**src/hdl/tcce_pkg.sv**
```systemverilog
// ----------------------------------------------------------------------------
// tcce_pkg - shared types and constants for the text console char engine
// Geometry, field widths, control codes and the controller/datapath structs.
// ----------------------------------------------------------------------------
`default_nettype none

package tcce_pkg;

  // screen geometry
  localparam int COLUMNS   = 80;
  localparam int ROWS      = 25;
  localparam int CELLS     = ROWS * COLUMNS;

  // widths
  localparam int ADDR_W    = $clog2(CELLS);
  localparam int LIN_W_MIN = $clog2(CELLS + 1);
  localparam int IDX_W     = 11;
  localparam int POS_W     = 11;
  localparam int BYTE_W    = 8;
  localparam int LIN_W     = (LIN_W_MIN > IDX_W) ? LIN_W_MIN : IDX_W;
  localparam int ROW_W     = $clog2(ROWS);
  localparam int COL_W     = $clog2(COLUMNS);

  localparam int TAB_STEP  = 8;

  // character codes
  localparam logic [BYTE_W-1:0] CH_NEWLINE   = 8'd10;
  localparam logic [BYTE_W-1:0] CH_TAB       = 8'd9;
  localparam logic [BYTE_W-1:0] CH_BACKSPACE = 8'd8;
  localparam logic [BYTE_W-1:0] CH_SPACE     = 8'h20;
  localparam logic [BYTE_W-1:0] FILL_RESET   = 8'hF0;

  // request opcode
  localparam logic OP_READ = 1'b1;

  // controller -> datapath
  typedef struct packed {
    logic take;          // latch the accepted request
    logic calc;          // form the logical cell address
    logic access;        // memory access and cursor update
    logic clr_row_load;  // arm the clear walker on the exposed row
    logic clr_step;      // write one blank cell
    logic load;          // load the output register
  } tcce_cmd_t;

  // datapath -> controller
  typedef struct packed {
    logic scroll;        // current put needs a scroll
    logic clr_last;      // clear walker on its final cell
    logic out_free;      // output register can take a result
  } tcce_sts_t;

endpackage

`default_nettype wire

```
**src/hdl/tcce_ctrl.sv**
```systemverilog
// ----------------------------------------------------------------------------
// tcce_ctrl - sequencer for the text console char engine
// Runs the power-on clear, then one request at a time: address, access,
// optional scroll clear, result load.
// ----------------------------------------------------------------------------
`default_nettype none

module tcce_ctrl (
  input  logic                  clk,
  input  logic                  rst_n,
  input  logic                  in_valid,
  output logic                  in_ready,
  input  tcce_pkg::tcce_sts_t   sts,
  output tcce_pkg::tcce_cmd_t   cmd
);
  import tcce_pkg::*;

  typedef enum logic [2:0] {
    ST_CLEAR,
    ST_IDLE,
    ST_ADDR,
    ST_ACCESS,
    ST_SCROLL,
    ST_FINISH
  } state_t;

  state_t state_r;
  state_t state_nxt;

  assign in_ready = (state_r == ST_IDLE);

  always_comb begin
    state_nxt = state_r;
    cmd       = '0;
    unique case (state_r)
      ST_CLEAR: begin
        cmd.clr_step = 1'b1;
        if (sts.clr_last) state_nxt = ST_IDLE;
      end
      ST_IDLE: begin
        if (in_valid) begin
          cmd.take  = 1'b1;
          state_nxt = ST_ADDR;
        end
      end
      ST_ADDR: begin
        cmd.calc  = 1'b1;
        state_nxt = ST_ACCESS;
      end
      ST_ACCESS: begin
        cmd.access = 1'b1;
        if (sts.scroll) begin
          cmd.clr_row_load = 1'b1;
          state_nxt        = ST_SCROLL;
        end else begin
          state_nxt = ST_FINISH;
        end
      end
      ST_SCROLL: begin
        cmd.clr_step = 1'b1;
        if (sts.clr_last) state_nxt = ST_FINISH;
      end
      ST_FINISH: begin
        if (sts.out_free) begin
          cmd.load  = 1'b1;
          state_nxt = ST_IDLE;
        end
      end
      default: state_nxt = ST_CLEAR;
    endcase
  end

  always_ff @(posedge clk) begin
    if (!rst_n) begin
      state_r <= ST_CLEAR;
    end else begin
      state_r <= state_nxt;
    end
  end

endmodule

`default_nettype wire

```
**config.mk**
```make
export PLATFORM = sky130hd
export DESIGN_NAME = tcce_ctrl
export DESIGN_NICKNAME = d
export VERILOG_FILES = /design/src/hdl/tcce_pkg.sv /design/src/hdl/tcce_ctrl.sv
export SDC_FILE = /design/constraint.sdc
export NUM_CORES = 1
export LEC_CHECK = 0
export BUFFER_PORTS_ARGS = -buffer_cell sky130_fd_sc_hd__buf_2
export CAP_MARGIN = 20
export CORE_AREA = 2 2 39 41
export CTS_CLUSTER_DIAMETER = 200
export DETAILED_ROUTE_END_ITERATION = 7
export DIE_AREA = 0 0 41 43
export GPL_ROUTABILITY_DRIVEN = 0
export HOLD_SLACK_MARGIN = 0.05
export PLACE_DENSITY = 0.51
export SYNTH_ARGS = -nofsm -noshare
export SYNTH_HDL_FRONTEND = slang
export SYNTH_SLANG_ARGS = --single-unit
```
**constraint.sdc**
```tcl
create_clock -name clk -period 1.05 [get_ports clk]
set_input_delay 0 -clock clk [delete_from_list [all_inputs] [get_ports clk]]
set_output_delay 0 -clock clk [all_outputs]
set_load 0.02 [all_outputs]
```
==> impl_metrics.yaml <==
drt:
  ant_nets: 0
  routed_wl_um: 664
  wire_per_inst_um: 10.7
  first_pass_iters: 4
  via_count: 265
  drt_iter0_markers: 3
  via_per_inst: 4.27
  post-route-drc-count: 0
setup_path:
  crit_fanout: 7
  arrival_ns: 1.07
  reg2reg_slack_ns: 0.04
  rr_worst_depth: 3
  endpoint_kind: "primary output"
  required_ns: 1.05
  crit_end: "cmd[2]"
  r2r-end: "state_r[0]"
  regToRegStartpoint: "state_r[1]"
  cp-start-kind: "flop"
  critPathLaunch: "state_r[0]"
  path_class: "reg2out"
timing:
  finalSetupViolations: 1
  rsz0062_at_grt: "true"
  hold_violations: 0
  finClkSkew_ns: 0.00840
  worst_pin_slew_ns: 0.263
  fmax_ghz: 0.939
  setup_ws_ns: -0.0153
  period_needed_ns: 1.07
  period_share_pct: 101
  maxSlewViolCount: 0
  timing.slew.headroom_pct: 82.2
floorplanning:
  die_y_um: 43
  start_util_pct: 17.8
  rows: 14
  die_x_um: 41
  die_area_sq_mm: 0.00176
  core_sq_mm: 0.00138
  io_pins: 13
pwr:
  netSwitchingFraction_pct: 35.2
  peakVddDrop_mv: 0.606
  seqPwrFrac_pct: 26.7
  power.combinational.fraction_pct: 36.2
  intPower_uw: 390
  clockPowerShare_pct: 37.1
  powerDensity_mw_per_mm2: 1450
  p_leak_uw: 0.000187
  netSwitchingPower_uw: 212
logic_synthesis:
  syn_inst: 28
  synth_nets: 34
  syn_area_sq_um: 246
  avgSynthCellArea_sq_um: 8.80
  ys_types: 22
  ys_warn_count: 0
  ys_ff_latch: 3
  seq_area_frac_synth_pct: 24.4
min_path:
  min_path_type: "in2reg"
  min_from: "in_valid"
  hold_depth: 4
grt:
  grt_max_degree: 14
  overflow: 0
  grt_pass1_vias: 204
  antenna_found_initial: 0
  grt.total_usage_pct: 8.84
  grt_first_pass_wirelength_um: 910
cts:
  cts_tree: "yes"
  cts.clk_slew.worst_paths_ns: 0.05
  clock_path_buffers: 2
  cts_buffers: 3
  root_buffer: "clkbuf_4"
  htreeDepth: 1
  clk_latency_ns: 0.25
  clock_sinks: 3
cells_and_area:
  top_register: "state_r"
  antennaDiodeCount: 0
  final_core_util_pct: 30.0
  largestRegisters: "state_r x3"
  final_cell_mix: "6 x buf_2, 5 x buf_4, 3 x clkbuf_4, 3 x buf_6, 3 x dfxtp_4"
  stdcell_count: 62
  largest_register_ffs: 3
  syn_to_final_growth_pct: 68.5
  mostFrequentLayoutCell: "buf_2"
  nNetsFinal: 53
  layout-drive-gt1-share_pct: 58.7
run_status:
  violations: "setup timing"
  status: "finished, violations left"
placed_design:
  portBuffers: 12
  hpwl_um: 424
  dp_cells: 54
run:
  maxCapViolCount: 0
## cell type report
type | count | area [sq um]
Fill cell | 149 | 968
Timing Repair Buffer | 17 | 126
Clock buffer | 4 | 26.3
Multi-Input combinational cell | 20 | 164
Inverter | 2 | 7.51
Tap cell | 16 | 20.0
Sequential cell | 3 | 71.3
## synth_stat cells (all sizes together)
cell type	n	area share [%]
nand2b	1	2.5
inv	2	3.0
mux2i	2	8.1
buf	3	11
dfxtp	3	24
and3	1	2.5
and4b	1	4.1
a21oi	1	2.0
a211oi	1	3.0
nand4b	1	3.6
and2	2	6.1
o21ai	1	2.0
nor3b	2	8.1
nor2b	2	8.1
nor2	2	3.0
o21a	1	3.0
nand2	1	1.5
o311ai	1	3.6
## timing repair
action / in CTS / in global routing
hold buffers: 2 / 0
gates resized for setup: 11 / 6
setup buffers: 1 / 1
cloned: 0 / 0
pin swaps: 0 / 1
hold endpoints to repair: 3 / 0
endpoints found under the setup margin: 6 / 6
## how the worst min path moves through the flow
stage / end / slack (ns)
6_report: state_r[0] / 0.07
5_1_grt: state_r[0] / 0.09
4_1_cts: state_r[0] / 0.07
3_5_place_dp: state_r[2] / 0.25
3_3_place_gp: state_r[2] / 0.26
2_1_floorplan: state_r[2] / 0.12
## stage by stage
step                      area [sq um]  TNS [ns]  worst slack, ns  hold WS (ns)  total power [uW]
final                              415   -0.0153          -0.0153        0.0720               602
after global routing               415    -0.190          -0.0554        0.0914               640
after CTS                          392   -0.0161          -0.0161        0.0668               594
after detailed placement           312         0           0.0205         0.252               334
after global placement             312         0           0.0471         0.258               333
after floorplan                    251         0           0.0639         0.118               300
## layer usage
| layer | share of wire [%] | up-vias | track usage, % | wire, um |
|---|---|---|---|---|
| met3 | 8.1 | 2 | 6.81 | 54 |
| li1 | - | 133 | - | - |
| met5 | 0 | - | 0 | 0 |
| met1 | 44 | 118 | 10.6 | 293 |
| met2 | 45 | 12 | 8.44 | 296 |
| met4 | 2.9 | 0 | 10.0 | 19 |
## worst max-delay path, stage by stage (launching register included)
cell     delay [ns]
dfxtp_4        0.37
nor2b_4        0.15
and3_4         0.18
buf_6          0.11
## logic make-up (layout without fill, tap and decap cells)
family	after synthesis	in the layout	share of synthesized area (%)
flip-flops	3	3	24.4
multiplexers	2	2	8.12
AO/OA/AOI/OAI	5	5	13.7
buffers and inverters	5	23	14.2
AND/OR/NAND/NOR	13	13	39.6
## power by group through the flow
stage	registers, uW	logic (uW)	clock network, uW
2_1_floorplan	138	163	0
3_3_place_gp	168	165	0
3_5_place_dp	170	164	0
4_1_cts	167	196	231
5_1_grt	164	236	240
6_report	161	218	223
(Power assumes the default switching activity.)
